--- src/hdl/ffra_pkg.sv ---
// Shared types, constants and tables for the first-fit allocator.
// Used by the controller, the datapath and the top level.
package ffra_pkg;

    localparam int BLOCK_SLOTS  = 16;
    localparam int SIZE_BITS    = 20;
    localparam int ID_BITS      = 16;
    localparam int REGION_SLOTS = BLOCK_SLOTS + 1;
    localparam int SLOT_W       = $clog2(BLOCK_SLOTS);
    localparam int REG_W        = $clog2(REGION_SLOTS);
    localparam int RCNT_W       = $clog2(REGION_SLOTS + 1);
    localparam int LIVE_W       = $clog2(BLOCK_SLOTS + 1);
    localparam int FIELD_W      = 21;
    localparam int F_ID_W       = 16;
    localparam int F_LIVE_W     = 5;
    localparam int SZ_W         = SIZE_BITS + 1;
    localparam int NID_W        = ID_BITS + 1;
    localparam logic [SZ_W-1:0] POOL_MAX = SZ_W'(1) << SIZE_BITS;
    localparam logic [15:0] REFS_MAX = 16'hFFFF;

    typedef enum logic [1:0] {
        FN_CREATE = 2'd0,
        FN_INC    = 2'd1,
        FN_DEC    = 2'd2,
        FN_NONE   = 2'd3
    } t_func;

    typedef enum logic [2:0] {
        ST_OK        = 3'd0,
        ST_NOT_FOUND = 3'd1,
        ST_BELOW_MIN = 3'd2,
        ST_NO_SPACE  = 3'd3,
        ST_FULL      = 3'd4,
        ST_IDS_OUT   = 3'd5
    } t_status;

    localparam logic [0:0] REG_MEMORY_SIZE = 1'b0;

    typedef enum logic [3:0] {
        CMD_NONE,
        CMD_LATCH,     // capture request, clear scan pointers
        CMD_SLOT_STEP, // examine slot[ptr]
        CMD_REG_STEP,  // examine region[ptr]
        CMD_ALLOC,     // commit create into slot and region
        CMD_SHIFT_DN,  // region[ptr] = region[ptr+1]
        CMD_SHIFT_UP,  // region[ptr] = region[ptr-1]
        CMD_REL_DEC,   // decide release placement
        CMD_REFS,      // apply inc/dec to found slot
        CMD_INSERT,    // write freed region at p
        CMD_RESULT     // load output register
    } t_cmd;

    typedef struct packed {
        logic slot_done;   // scan over slots finished
        logic slot_hit;    // match / free slot found
        logic reg_done;
        logic reg_hit;
        logic shift_done;
        logic freed;       // dec reached zero
        logic [1:0] rel_kind; // 0 none 1 merge prev 2 merge next 3 insert
        logic rel_merge2;  // prev merge also swallows next
    } t_stat;

    typedef struct packed {
        t_cmd cmd;
    } t_ctl;

    function automatic logic [3:0] type_min(input logic [2:0] t);
        logic [3:0] m;
        unique case (t)
            3'd0:    m = 4'd0;
            3'd2:    m = 4'd8;
            3'd1, 3'd3, 3'd4: m = 4'd4;
            default: m = 4'd1;
        endcase
        return m;
    endfunction

endpackage

--- src/hdl/ffra_ctrl.sv ---
// Sequencer for the allocator: walks slot table and free list by steps.
// Depends on ffra_pkg; drives the datapath with commands only.
module ffra_ctrl (
    input  logic            i_clk,
    input  logic            i_rst_n,
    input  logic            i_start,
    input  logic [1:0]      i_func,
    input  logic            i_pre_fail, // below min or ids exhausted
    input  logic            i_out_free,
    input  ffra_pkg::t_stat i_stat,
    output ffra_pkg::t_ctl  o_ctl,
    output logic            o_busy
);
    import ffra_pkg::*;

    typedef enum logic [3:0] {
        S_IDLE, S_SLOT, S_REG, S_ALLOC, S_SHDN, S_REFS, S_RELP,
        S_RELD, S_SHUP, S_INS, S_RES
    } t_state;

    t_state r_state, n_state;
    logic   r_create, n_create;

    always_comb begin
        n_state = r_state;
        n_create = r_create;
        o_ctl.cmd = CMD_NONE;
        unique case (r_state)
            S_IDLE: if (i_start) begin
                o_ctl.cmd = CMD_LATCH;
                n_create = (i_func == FN_CREATE);
                if (i_func == FN_NONE || (i_func == FN_CREATE && i_pre_fail))
                    n_state = S_RES;
                else
                    n_state = S_SLOT;
            end
            S_SLOT: begin
                o_ctl.cmd = CMD_SLOT_STEP;
                if (i_stat.slot_hit)
                    n_state = r_create ? S_REG : S_REFS;
                else if (i_stat.slot_done)
                    n_state = S_RES;
            end
            S_REG: begin
                o_ctl.cmd = CMD_REG_STEP;
                if (i_stat.reg_hit)
                    n_state = S_ALLOC;
                else if (i_stat.reg_done)
                    n_state = S_RES;
            end
            S_ALLOC: begin
                o_ctl.cmd = CMD_ALLOC;
                n_state = i_stat.shift_done ? S_RES : S_SHDN;
            end
            S_SHDN: begin
                o_ctl.cmd = CMD_SHIFT_DN;
                if (i_stat.shift_done)
                    n_state = S_RES;
            end
            S_REFS: begin
                o_ctl.cmd = CMD_REFS;
                n_state = i_stat.freed ? S_RELP : S_RES;
            end
            S_RELP: begin
                // find first region at or above the freed offset
                o_ctl.cmd = CMD_REG_STEP;
                if (i_stat.reg_hit || i_stat.reg_done)
                    n_state = S_RELD;
            end
            S_RELD: begin
                o_ctl.cmd = CMD_REL_DEC;
                unique case (i_stat.rel_kind)
                    2'd0:    n_state = S_RES;
                    2'd1:    n_state = i_stat.rel_merge2 ? S_SHDN : S_RES;
                    2'd2:    n_state = S_RES;
                    default: n_state = S_SHUP;
                endcase
            end
            S_SHUP: begin
                o_ctl.cmd = CMD_SHIFT_UP;
                if (i_stat.shift_done)
                    n_state = S_INS;
            end
            S_INS: begin
                o_ctl.cmd = CMD_INSERT;
                n_state = S_RES;
            end
            S_RES: if (i_out_free) begin
                o_ctl.cmd = CMD_RESULT;
                n_state = S_IDLE;
            end
            default: n_state = S_IDLE;
        endcase
    end

    assign o_busy = (r_state != S_IDLE);

    always_ff @(posedge i_clk) begin
        if (!i_rst_n) begin
            r_state <= S_IDLE;
            r_create <= 1'b0;
        end else begin
            r_state <= n_state;
            r_create <= n_create;
        end
    end
endmodule

--- src/hdl/ffra_dp.sv ---
// Datapath: slot table, free-region list, counters and result register.
// Depends on ffra_pkg; obeys commands from ffra_ctrl.
module ffra_dp (
    input  logic                    i_clk,
    input  logic                    i_rst_n,
    input  ffra_pkg::t_ctl          i_ctl,
    output ffra_pkg::t_stat         o_stat,
    input  logic                    i_cfg_we,
    input  logic [ffra_pkg::FIELD_W-1:0] i_cfg_data,
    output logic [ffra_pkg::FIELD_W-1:0] o_mem_size,
    input  logic [1:0]              i_func,
    input  logic [ffra_pkg::FIELD_W-1:0] i_alloc_size,
    input  logic [2:0]              i_type_code,
    input  logic [15:0]             i_block_id,
    output logic                    o_pre_fail,
    input  logic                    i_out_take,
    output logic                    o_out_valid,
    output logic [2:0]              o_status,
    output logic [15:0]             o_new_id,
    output logic [ffra_pkg::FIELD_W-1:0] o_block_offset,
    output logic [15:0]             o_ref_count,
    output logic                    o_freed,
    output logic [ffra_pkg::FIELD_W-1:0] o_used_bytes,
    output logic [4:0]              o_live_blocks
);
    import ffra_pkg::*;

    logic [SZ_W-1:0]   r_mem_size;
    logic              r_sv [BLOCK_SLOTS];
    logic [ID_BITS-1:0] r_sid [BLOCK_SLOTS];
    logic [SZ_W-1:0]   r_soff [BLOCK_SLOTS];
    logic [SZ_W-1:0]   r_ssz [BLOCK_SLOTS];
    logic [15:0]       r_sref [BLOCK_SLOTS];
    logic [SZ_W-1:0]   r_roff [REGION_SLOTS];
    logic [SZ_W-1:0]   r_rsz [REGION_SLOTS];
    logic [RCNT_W-1:0] r_rcnt;
    logic [NID_W-1:0]  r_next_id;
    logic [SZ_W-1:0]   r_used;
    logic [LIVE_W-1:0] r_live;

    logic [1:0]        r_func;
    logic [SZ_W-1:0]   r_size;
    logic [15:0]       r_id;
    logic [2:0]        r_st;
    logic [SLOT_W:0]   r_sp;   // slot pointer
    logic [RCNT_W-1:0] r_rp;   // region pointer
    logic [RCNT_W-1:0] r_wp;   // shift pointer
    logic [SLOT_W-1:0] r_hs;   // hit slot
    logic [SZ_W-1:0]   r_off;
    logic [15:0]       r_refs;
    logic              r_freed;
    logic [SZ_W-1:0]   r_fsize;

    logic [SZ_W-1:0] w_req;
    assign w_req = (i_alloc_size > POOL_MAX) ? i_alloc_size : i_alloc_size;
    assign o_pre_fail = (i_alloc_size < FIELD_W'(type_min(i_type_code)))
                     || (r_next_id >= (NID_W'(1) << ID_BITS));
    assign o_mem_size = r_mem_size;

    // slot scan
    logic [SLOT_W-1:0] w_si;
    logic              w_slot_hit;
    assign w_si = r_sp[SLOT_W-1:0];
    assign w_slot_hit = (r_sp < (SLOT_W+1)'(BLOCK_SLOTS)) &&
        ((r_func == FN_CREATE) ? !r_sv[w_si]
                               : (r_sv[w_si] && ({{(32-ID_BITS){1'b0}}, r_sid[w_si]}
                                  == {16'd0, r_id})));

    // region scan: create seeks size fit, release seeks offset >= freed
    logic [REG_W-1:0] w_ri, w_wi, w_wi1, w_pm1;
    logic             w_reg_in, w_reg_hit;
    assign w_ri  = r_rp[REG_W-1:0];
    assign w_wi  = r_wp[REG_W-1:0];
    assign w_wi1 = REG_W'(r_wp + 1'b1);
    assign w_pm1 = REG_W'(r_rp - 1'b1);
    assign w_reg_in = r_rp < r_rcnt;
    assign w_reg_hit = w_reg_in && ((r_func == FN_CREATE) ? (r_rsz[w_ri] >= r_size)
                                                          : (r_roff[w_ri] >= r_off));

    // release decision
    logic [SZ_W-1:0] w_pend;
    logic w_mprev, w_mnext, w_m2;
    assign w_pend  = r_roff[w_pm1] + r_rsz[w_pm1];
    assign w_mprev = (r_rp != '0) && (w_pend == r_off);
    assign w_mnext = w_reg_in && ((r_off + r_fsize) == r_roff[w_ri]);
    assign w_m2    = w_mprev && w_reg_in && ((w_pend + r_fsize) == r_roff[w_ri]);

    logic [1:0] w_kind;
    always_comb begin
        priority if (r_fsize == '0)                     w_kind = 2'd0;
        else if (w_mprev)                               w_kind = 2'd1;
        else if (w_mnext)                               w_kind = 2'd2;
        else if (r_rcnt >= RCNT_W'(REGION_SLOTS))       w_kind = 2'd0;
        else                                            w_kind = 2'd3;
    end

    logic [15:0] w_ref_new;
    always_comb begin
        if (r_func == FN_INC)
            w_ref_new = (r_sref[r_hs] < REFS_MAX) ? r_sref[r_hs] + 16'd1 : r_sref[r_hs];
        else
            w_ref_new = (r_sref[r_hs] != 16'd0) ? r_sref[r_hs] - 16'd1 : 16'd0;
    end

    logic w_shift_done;
    always_comb begin
        w_shift_done = 1'b0;
        unique case (i_ctl.cmd)
            CMD_ALLOC:    w_shift_done = (r_rsz[w_ri] != r_size);
            CMD_SHIFT_DN: w_shift_done = (RCNT_W'(r_wp + 1'b1) >= r_rcnt);
            CMD_SHIFT_UP: w_shift_done = (r_wp <= r_rp + 1'b1);
            default:      w_shift_done = 1'b0;
        endcase
    end

    assign o_stat.slot_done  = r_sp >= (SLOT_W+1)'(BLOCK_SLOTS - 1);
    assign o_stat.slot_hit   = w_slot_hit;
    assign o_stat.reg_done   = !w_reg_in || (r_rp + 1'b1 >= r_rcnt);
    assign o_stat.reg_hit    = w_reg_hit;
    assign o_stat.shift_done = w_shift_done;
    assign o_stat.freed      = (r_func == FN_DEC) && (w_ref_new == 16'd0);
    assign o_stat.rel_kind   = w_kind;
    assign o_stat.rel_merge2 = w_m2;

    logic [SZ_W-1:0] w_cfg_sz;
    assign w_cfg_sz = (i_cfg_data > POOL_MAX) ? POOL_MAX : i_cfg_data;

    always_ff @(posedge i_clk) begin
        if (!i_rst_n || i_cfg_we) begin
            r_mem_size <= !i_rst_n ? POOL_MAX : w_cfg_sz;
            for (int k = 0; k < BLOCK_SLOTS; k++) r_sv[k] <= 1'b0;
            r_roff[0] <= '0;
            r_rsz[0]  <= !i_rst_n ? POOL_MAX : w_cfg_sz;
            r_rcnt    <= (!i_rst_n || w_cfg_sz != '0) ? RCNT_W'(1) : '0;
            r_next_id <= NID_W'(1);
            r_used    <= '0;
            r_live    <= '0;
            if (!i_rst_n) o_out_valid <= 1'b0;
        end else begin
            if (i_ctl.cmd == CMD_RESULT) o_out_valid <= 1'b1;
            else if (i_out_take)         o_out_valid <= 1'b0;
            unique case (i_ctl.cmd)
                CMD_LATCH: begin
                    r_func <= i_func; r_size <= w_req; r_id <= i_block_id;
                    r_sp <= '0; r_rp <= '0; r_off <= '0; r_refs <= '0;
                    r_freed <= 1'b0;
                    r_st <= (i_func == FN_CREATE) ? (
                        (i_alloc_size < FIELD_W'(type_min(i_type_code))) ? ST_BELOW_MIN :
                        o_pre_fail ? ST_IDS_OUT : ST_FULL) : ST_NOT_FOUND;
                end
                CMD_SLOT_STEP: begin
                    r_sp <= r_sp + 1'b1;
                    if (w_slot_hit) begin
                        r_hs <= w_si;
                        if (r_func == FN_CREATE) r_st <= ST_NO_SPACE;
                    end
                end
                // stop at the list end so an empty list leaves the pointer at zero
                CMD_REG_STEP: if (w_reg_in && !w_reg_hit) r_rp <= r_rp + 1'b1;
                CMD_ALLOC: begin
                    r_off <= r_roff[w_ri];
                    r_roff[w_ri] <= r_roff[w_ri] + r_size;
                    r_rsz[w_ri]  <= r_rsz[w_ri] - r_size;
                    if (r_rsz[w_ri] == r_size) r_rcnt <= r_rcnt - 1'b1;
                    r_wp <= r_rp;
                    r_sv[r_hs] <= 1'b1; r_sid[r_hs] <= r_next_id[ID_BITS-1:0];
                    r_soff[r_hs] <= r_roff[w_ri]; r_ssz[r_hs] <= r_size;
                    r_sref[r_hs] <= 16'd1;
                    r_next_id <= r_next_id + 1'b1;
                    r_used <= r_used + r_size;
                    r_live <= r_live + 1'b1;
                    r_refs <= 16'd1; r_st <= ST_OK;
                end
                CMD_SHIFT_DN: begin
                    r_roff[w_wi] <= r_roff[w_wi1];
                    r_rsz[w_wi]  <= r_rsz[w_wi1];
                    r_wp <= r_wp + 1'b1;
                end
                CMD_REFS: begin
                    r_st <= ST_OK; r_off <= r_soff[r_hs];
                    r_sref[r_hs] <= w_ref_new; r_refs <= w_ref_new;
                    r_fsize <= r_ssz[r_hs];
                    if (o_stat.freed) begin
                        r_sv[r_hs] <= 1'b0; r_freed <= 1'b1;
                        r_used <= r_used - r_ssz[r_hs];
                        r_live <= r_live - 1'b1;
                    end
                end
                CMD_REL_DEC: begin
                    r_wp <= (w_kind == 2'd1 && w_m2) ? r_rp : r_rcnt;
                    unique case (w_kind)
                        2'd1: begin
                            r_rsz[w_pm1] <= w_m2 ? r_rsz[w_pm1] + r_fsize + r_rsz[w_ri]
                                                 : r_rsz[w_pm1] + r_fsize;
                            if (w_m2) r_rcnt <= r_rcnt - 1'b1;
                        end
                        2'd2: begin
                            r_roff[w_ri] <= r_off;
                            r_rsz[w_ri] <= r_rsz[w_ri] + r_fsize;
                        end
                        default: ;
                    endcase
                end
                CMD_SHIFT_UP: begin
                    if (r_wp > r_rp) begin
                        r_roff[w_wi] <= r_roff[REG_W'(r_wp - 1'b1)];
                        r_rsz[w_wi]  <= r_rsz[REG_W'(r_wp - 1'b1)];
                    end
                    r_wp <= r_wp - 1'b1;
                end
                CMD_INSERT: begin
                    r_roff[w_ri] <= r_off; r_rsz[w_ri] <= r_fsize;
                    r_rcnt <= r_rcnt + 1'b1;
                end
                CMD_RESULT: begin
                    o_status       <= r_st;
                    o_new_id       <= (r_st == ST_OK && r_func == FN_CREATE)
                                      ? F_ID_W'(r_next_id - 1'b1) : 16'd0;
                    o_block_offset <= (r_st == ST_OK) ? r_off : '0;
                    o_ref_count    <= (r_st == ST_OK) ? r_refs : 16'd0;
                    o_freed        <= r_freed;
                    o_used_bytes   <= r_used;
                    o_live_blocks  <= F_LIVE_W'(r_live);
                end
                default: ;
            endcase
        end
    end
endmodule

--- src/hdl/first_fit_refcount_allocator.sv ---
// First-fit byte-pool allocator with reference counts and free-list merging.
// Unknown func, below minimum or ids exhausted go from accept straight to the result;
// create and increase/decrease walk the slot table and free list one step per cycle.
// One item at a time: the next item is accepted the cycle after a result loads, and a
// finished result waits in the result state while the output is stalled.
// Synchronous active-low reset: pool of 2^20 bytes, one free region, ids from 1.
module first_fit_refcount_allocator (
    input  logic        i_clk,
    input  logic        i_rst_n,
    input  logic        psel,
    input  logic        penable,
    input  logic        pwrite,
    input  logic [1:0]  paddr,
    input  logic [31:0] pwdata,
    output logic [31:0] prdata,
    output logic        pready,
    input  logic        i_valid,
    output logic        o_stall,
    input  logic [1:0]  i_func,
    input  logic [20:0] i_alloc_size,
    input  logic [2:0]  i_type_code,
    input  logic [15:0] i_block_id,
    output logic        o_valid,
    input  logic        i_stall,
    output logic [2:0]  o_status,
    output logic [15:0] o_new_id,
    output logic [20:0] o_block_offset,
    output logic [15:0] o_ref_count,
    output logic        o_freed,
    output logic [20:0] o_used_bytes,
    output logic [4:0]  o_live_blocks
);
    import ffra_pkg::*;

    t_ctl  w_ctl;
    t_stat w_stat;
    logic  w_busy, w_pre_fail, w_cfg_we, w_take;
    logic [FIELD_W-1:0] w_mem;

    assign pready   = 1'b1;
    assign w_cfg_we = psel && penable && pwrite && (paddr[1:0] == {REG_MEMORY_SIZE, 1'b0});
    assign prdata   = (paddr == {REG_MEMORY_SIZE, 1'b0}) ? {11'd0, w_mem} : 32'd0;
    assign o_stall  = w_busy;
    assign w_take   = o_valid && !i_stall;

    ffra_ctrl u_ctrl (
        .i_clk, .i_rst_n,
        .i_start(i_valid && !w_busy), .i_func, .i_pre_fail(w_pre_fail),
        .i_out_free(!o_valid || !i_stall), .i_stat(w_stat),
        .o_ctl(w_ctl), .o_busy(w_busy)
    );

    ffra_dp u_dp (
        .i_clk, .i_rst_n, .i_ctl(w_ctl), .o_stat(w_stat),
        .i_cfg_we(w_cfg_we), .i_cfg_data(pwdata[FIELD_W-1:0]), .o_mem_size(w_mem),
        .i_func, .i_alloc_size, .i_type_code, .i_block_id, .o_pre_fail(w_pre_fail),
        .i_out_take(w_take), .o_out_valid(o_valid),
        .o_status, .o_new_id, .o_block_offset, .o_ref_count, .o_freed,
        .o_used_bytes, .o_live_blocks
    );
endmodule

--- config.mk ---
export PLATFORM = sky130hd
export DESIGN_NAME = first_fit_refcount_allocator
export DESIGN_NICKNAME = d
export VERILOG_FILES = /design/src/hdl/ffra_pkg.sv /design/src/hdl/ffra_ctrl.sv /design/src/hdl/ffra_dp.sv /design/src/hdl/first_fit_refcount_allocator.sv
export SDC_FILE = /design/constraint.sdc
export NUM_CORES = 2
export LEC_CHECK = 0
export BUFFER_PORTS_ARGS = -buffer_cell sky130_fd_sc_hd__clkbuf_2
export CAP_MARGIN = 0
export CORE_MARGIN = 8
export CORE_UTILIZATION = 45
export DETAILED_ROUTE_END_ITERATION = 10
export GPL_TIMING_DRIVEN = 0
export HOLD_SLACK_MARGIN = 0.03
export PLACE_DENSITY = 0.69
export SYNTH_ARGS = -nofsm -noshare
export SYNTH_HDL_FRONTEND = slang
export SYNTH_SLANG_ARGS = --single-unit
--- constraint.sdc ---
create_clock -name i_clk -period 24.4 [get_ports i_clk]
set_input_delay 4.88 -clock i_clk [delete_from_list [all_inputs] [get_ports i_clk]]
set_output_delay 4.88 -clock i_clk [all_outputs]
set_load 0.005 [all_outputs]
# --- Word-level counts from Yosys, hierarchy flattened ---
# Memory sizes are Yosys's and may differ from the RTL's. A register that Yosys moved wholly into a read port is not among the register bits.
# Cells that the tools add are included.
classes:
  n_addsub: 23
  magnitude_cmp: 15
  n_eq_ne: 50
  mux: 128
  n_bitwise: 9
  n_reduce_logical: 78
ops:
  columns: ["op", "count"]
  rows:
  - ["$mux 21", 16]
  - ["$add 21x21->21", 8]
  - ["$reduce_or 21->1", 5]
  - ["$mux 4", 22]
  - ["$eq 21x21->1", 4]
  - ["$mux 5", 14]
  - ["$mux 16", 4]
  - ["$pmux 21 s3", 1]
  - ["$mux 1", 48]
  - ["$pmux 16 s3", 1]
  - ["$pmux 4 s11", 1]
  - ["$ge 21x21->1", 2]
  - ["$lt 21x4->1", 2]
  - ["$pmux 21 s2", 1]
  - ["$sub 21x21->21", 2]
  - ["$pmux 4 s10", 1]
  - ["$eq 4x3->1 const B", 8]
  - ["$sub 16x1->16 const B", 2]
  - ["$pmux 5 s2", 3]
  - ["$add 5x1->5 const B", 5]
  - ["$eq 4x4->1 const B", 6]
  - ["$gt 21x21->1 const B", 1]
  - ["$logic_not 21->1", 1]
  - ["$ne 21x21->1", 1]
  - ["other kinds (55)", 144]
word_totals:
  register_bits: 278
  ram_bits: 1914
  output_inout_bits: 118
  wordCells: 337
  mem_count: 7
mem_list:
  columns: ["name", "depth", "word_bits", "read_ports", "rd_ports_with_merged_regs", "wr", "line", "source"]
  rows:
  - ["u_dp.r_roff", 17, 21, 4, 1, 1, "ffra_dp.sv:34", "logic [SZ_W-1:0] r_roff [REGION_SLOTS];"]
  - ["u_dp.r_rsz", 17, 21, 4, 1, 1, "ffra_dp.sv:35", "logic [SZ_W-1:0] r_rsz [REGION_SLOTS];"]
  - ["u_dp.r_soff", 16, 21, 1, 1, 1, "ffra_dp.sv:31", "logic [SZ_W-1:0] r_soff [BLOCK_SLOTS];"]
  - ["u_dp.r_ssz", 16, 21, 1, 1, 1, "ffra_dp.sv:32", "logic [SZ_W-1:0] r_ssz [BLOCK_SLOTS];"]
  - ["u_dp.r_sid", 16, 16, 1, 1, 1, "ffra_dp.sv:30", "logic [ID_BITS-1:0] r_sid [BLOCK_SLOTS];"]
  - ["u_dp.r_sref", 16, 16, 1, 1, 1, "ffra_dp.sv:33", "logic [15:0] r_sref [BLOCK_SLOTS];"]
  - ["1 more memories", null, null, null, null, null, null, null]

# --- Depth between registers and ports, before layout ---
# An unclocked memory read counts as a cell.
logic_depth:
  ltp_word: 18
  depth_mapped: 40
  depth_no_buf: 29

# --- By module ---
# A second synthesis with hierarchy kept.
unflattened:
  cells_unflattened: 7329
  area_unflattened_um2: 114493.6
modules_own_cells:
  columns: ["module", "n_inst", "cells_per_inst", "area_per_inst_um2", "seq_area_each_um2"]
  rows:
  - ["ffra_dp", 1, 7188, 113477.6, 65502.8]
  - ["ffra_ctrl", 1, 99, 719.4, 100.1]
  - ["first_fit_refcount_allocator", 1, 42, 296.5, 0.0]

# --- Worst setup path before layout ---
# Ideal clock, no wire load.
synth_path:
  path_type: "input-to-reg"
  from: "in paddr[1]"
  to: "reg u_dp.o_block_offset[0] in the netlist's numbering (enable)"
  setup_time_ns: 0.728
  t_arrival_ns: 13.433
  required_ns: 23.672
  path_slack_ns: 10.238
  cell_stages: 6
  path_cell_list: "nor2_1 -> nand4_1 -> and2_1 -> inv_2 -> clkbuf_1 -> nor4_1"
synth_via:
  elab_chain_len: 5
synth_lines:
  columns: ["element", "line", "source"]
  rows:
  - ["start, declared", "first_fit_refcount_allocator.sv:13", "input logic [1:0] paddr,"]
  - ["$logic_not 2->1", "first_fit_refcount_allocator.sv:41", "assign w_cfg_we = psel && penable && pwrite && (paddr[1:0] == {REG_MEMORY_SIZE, 1'b0});"]
  - ["$logic_and 1x1->1", "first_fit_refcount_allocator.sv:41", null]
  - ["$logic_or 1x1->1", "ffra_dp.sv:129", "if (!i_rst_n || i_cfg_we) begin"]
  - ["$not 1->1 (no source line)", null, null]
  - ["$reduce_and 2->1 (no source line)", null, null]
  - ["end signal, assigned", "ffra_dp.sv:219", "o_block_offset <= (r_st == ST_OK) ? r_off : '0;"]
  - ["end, declared", "ffra_dp.sv:20", "output logic [ffra_pkg::FIELD_W-1:0] o_block_offset,"]
# No other way between the ends.
# A chain may end at the register's enable or synchronous reset.

# --- Worst setup path after layout ---
layout_path:
  from: "reg u_dp.r_rp[0]"
  to: "mem u_dp.r_rsz[5][5] in the netlist's numbering, data pin"
layout_via:
  elab_chain_len: 18
  word_cells_on_any_way: 46
  cone_classes: "add/sub (5); order compare (2); eq/ne (4); mux (22); bitwise (3); reduce/logical (8); memory (2)"
layout_lines:
  columns: ["element", "line", "source"]
  rows:
  - ["start, declared", "ffra_dp.sv:46", "logic [RCNT_W-1:0] r_rp;"]
  - ["start signal, assigned", "ffra_dp.sv:159", "CMD_REG_STEP: if (w_reg_in && !w_reg_hit) r_rp <= r_rp + 1'b1;"]
  - ["$sub 5x1->5", "ffra_dp.sv:75", "assign w_pm1 = REG_W'(r_rp - 1'b1);"]
  - ["$mem_v2 17x21 (on tied branches)", null, null]
  - ["$add 21x21->21", "ffra_dp.sv:83", "assign w_pend = r_roff[w_pm1] + r_rsz[w_pm1];"]
  - ["$eq 21x21->1", "ffra_dp.sv:84", "assign w_mprev = (r_rp != '0) && (w_pend == r_off);"]
  - ["$logic_and 1x1->1", "ffra_dp.sv:84", null]
  - ["$mux 2", "ffra_dp.sv:91", "else if (w_mprev) w_kind = 2'd1;"]
  - ["$mux 2", "ffra_dp.sv:90", "priority if (r_fsize == '0) w_kind = 2'd0;"]
  - ["$eq 2x2->1", "ffra_dp.sv:191", "unique case (w_kind)"]
  - ["$mux 1", "ffra_dp.sv:191", null]
  - ["$mux 1", "ffra_dp.sv:142", "unique case (i_ctl.cmd)"]
  - ["$mux 1", "ffra_dp.sv:129", null]
  - ["$mux 1 (not written as such)", "ffra_dp.sv:199", "r_rsz[w_ri] <= r_rsz[w_ri] + r_fsize;"]
  - ["$or 1x1->1 (no source line) (2 in series)", null, null]
  - ["$reduce_or 21->1 (no source line)", null, null]
  - ["$mux 21 (no source line) (2 in series)", null, null]
  - ["$mux 21 (no source line) (*)", null, null]
  - ["end, declared", "ffra_dp.sv:35", null]
# Mark *: on every way between the ends. The rest lies on a longest branch, timed or not.

==> reports/qor.txt <==
outcome = finished, violations left
failing checks = max-capacitance violations, max-slew violations
Worst-Margin Slew = 1.70 ns
register bit total from synthesis = 2205
Hold Fails Final Rpt = 0
Die Footprint = 272000 sq um
Clk pin slew, worst setup/hold paths = 0.06 ns
drt pass-1 iters = 8
clock sinks = 2205
ratio of cells with drive above 1 in the final layout = 26.2%
fmax = 59.6 MHz
total negative slack = 0 ns
I/O pins = 201
Cells after DPL = 11200
Initial Util = 45.2%
critical path's slowest cell = o21ai_0
Crit. End Element = register
Post-CTS Hold Buffers = 0
Gate Count Post-Synth = 7425
setup bufs post-CTS = 0
final cell count without fillers = 11600
CTS buffer count = 217
CTS tree = built
Final period util = 68.8%
core area = 254000 sq um
post-synth design cell area = 115000 sq um
Clock Root Buffer = clkbuf_16
type of origin of the critical path = register
htree depth = 4
Setup Skew = 0.0653 ns
Most common cell on crit path = clkbuf_1
global route total overflow = 0
Area Growth Syn to Fin = 13.9%
max-slew violations = 152
Final ANT Viol Nets = 0
max layer used = met5
top_reg_cell synth = edfxtp_1
cell taking the most area after synthesis = edfxtp_1
top-area cell type share of the netlist area = 56.0%
die height = 521 um
RSZ-0062 raised after global routing = false
HPWL Detailed = 316000 um
Die X-Extent = 521 um
sequential area share after synthesis = 57.1%
# resized after CTS = 0
max-cap violation count = 18
CP Class = reg -> reg
WL final = 437000 um
DR DRC count = 0
warnings from Yosys = 0
routed wl met3 = 61100 um
largest net degree at the start of global routing = 33
Final #Nets = 8360
P per Cell Area = 113 nW/um^2
GRT Overall Usage = 31.1%
DR iter-0 viols = 14000
via count = 80900
Worst Path Max Fanout = 17
Critical Path RT = 24.88 ns
most frequent cells in the layout = edfxtp_1, mux4_2, nor2_1
vias in the first global route = 76600
commonest non-fill, non-tap cell in the layout = edfxtp_1
initial antenna violation count = 28
DR WL/cell = 37.7 um
Synth async-reset ratio = 0%
routed wl met2 = 189000 um
Tmin final = 16.79 ns
P_leak = 0.0433 uW
final setup violation count = 0
M1 WL = 152000 um
global-route wire length before repair = 597000 um
normalized max-slew margin = -13.7%
worst skew pair latency = 0.92 ns
DR vias/cell = 6.98
Placer Congestion = 1.03
Avg Synthesized Cell Area = 15.5 sq um
EDFF count, synth = 2144
I/O Buffers = 177
CP max stage delay = 1.29 ns
CTS max path bufs = 3
largest cells by area after synthesis = edfxtp_1, mux4_2, ha_1
worst path arrival time = 17.27 ns
synth unique cells = 107
num rows = 185
Max VDD drop = 92.5 uV
HP Class = reg -> reg
report_power, final:
| group | internal [uW] | leakage [uW] | total (uW) | switching [uW] |
|---|---|---|---|---|
| Clock | 1960 | 0.00355 | 3470 | 1520 |
| Combinational | 2470 | 0.0200 | 6750 | 4270 |
| Sequential | 4460 | 0.0198 | 4620 | 163 |
layer usage:
| layer | GRT usage [%] | vias up |
|---|---|---|
| met1 | 39.8 | 40900 |
| met4 | 19.1 | 14 |
| met5 | 0 | - |
| met2 | 46.3 | 7045 |
| met3 | 10.1 | 1612 |
| li1 | - | 31300 |
final cells by class:
class / instances / area [sq um]
Tap cell: 3366 / 4210
Buffer: 449 / 2030
Antenna cell: 14 / 35.0
Clock buffer: 266 / 5770
Fill cell: 20500 / 123000
Clock inverter: 143 / 1580
Sequential cell: 2205 / 65600
Inverter: 151 / 567
Multi-Input combinational cell: 4630 / 47400
Timing Repair Buffer: 360 / 3740
metrics by stage:
step / total power, uW / worst slack, ns / instance area (sq um) / utilization, % / hold slack [ns]
floorplan: 8790 / 10.24 / 115000 / - / 0.400
global placement: 10900 / 3.91 / 120000 / 47.3 / 0.504
detailed placement: 11100 / 8.71 / 123000 / 48.6 / 0.503
CTS: 14500 / 8.66 / 131000 / 51.5 / 0.510
global route: 15200 / 7.68 / 131000 / 51.5 / 0.518
finish: 14800 / 7.61 / 131000 / 51.5 / 0.506
cell families after synthesis:
| group | count (synthesis) | synth area share [%] |
|---|---|---|
| flops | 2205 | 57.1 |
| simple gates | 1531 | 6.42 |
| mux | 1393 | 22.7 |
| compound gates | 1147 | 6.50 |
| buf+inv | 600 | 2.21 |
| xor+xnor | 284 | 2.20 |
| fa+ha+maj | 263 | 2.93 |
| other cells | 2 | 0.00653 |
registers in the layout, indices dropped and copies added (netlist names), 256 cells and up, named ones only:
signal / cells
u_dp.r_ssz: 336
u_dp.r_soff: 336
u_dp.r_roff: 357
u_dp.r_sid: 256
u_dp.r_rsz: 357
u_dp.r_sref: 256
critical path, delay by kind of cell (launching register included):
family	cells	cell delay, ns
multiplexers	2	0.45
adder cells (fa/ha/maj)	3	1.27
XOR/XNOR	1	0.21
flip-flops	1	0.45
buffers and inverters	13	7.00
AO/OA/AOI/OAI	9	3.85
AND/OR/NAND/NOR	10	3.04
cells in the mapped netlist (14+ instances only):
cell type	instances
or2_2	16
xnor2_1	206
a221o_1	34
a22o_1	21
o22ai_1	66
mux2_2	250
a221oi_1	14
and3_1	36
o31ai_1	19
ha_1	252
buf_1	94
o21ai_0	234
a211oi_1	53
xor2_1	75
and2_1	102
nand3b_1	16
nand2_1	382
mux2i_1	201
nand4_1	51
nand3_1	74
clkbuf_1	271
buf_4	31
dfxtp_1	61
nor4_1	44
edfxtp_1	2144
nor2_1	473
a22oi_1	41
buf_2	39
o21bai_1	18
a31oi_1	24
nand2b_1	40
nor3b_1	15
or3_1	45
inv_1	148
mux4_2	942
o21a_1	33
nor2b_1	44
a21o_1	67
o211ai_1	16
a21oi_1	344
nor3_1	135
worst paths after layout:
kind	from	end	slack, ns	cells after the start
hold / removal	u_dp.r_refs[2]	u_dp.o_ref_count[2]	0.51	1
setup reg to reg	u_dp.r_rp[0]	u_dp.r_rsz[5][5]	7.61	38
hold reg to reg	u_dp.r_refs[2]	u_dp.o_ref_count[2]	0.51	1
setup / recovery	u_dp.r_rp[0]	u_dp.r_rsz[5][5]	7.61	38
Note: power is estimated with default switching activity, not from simulation.
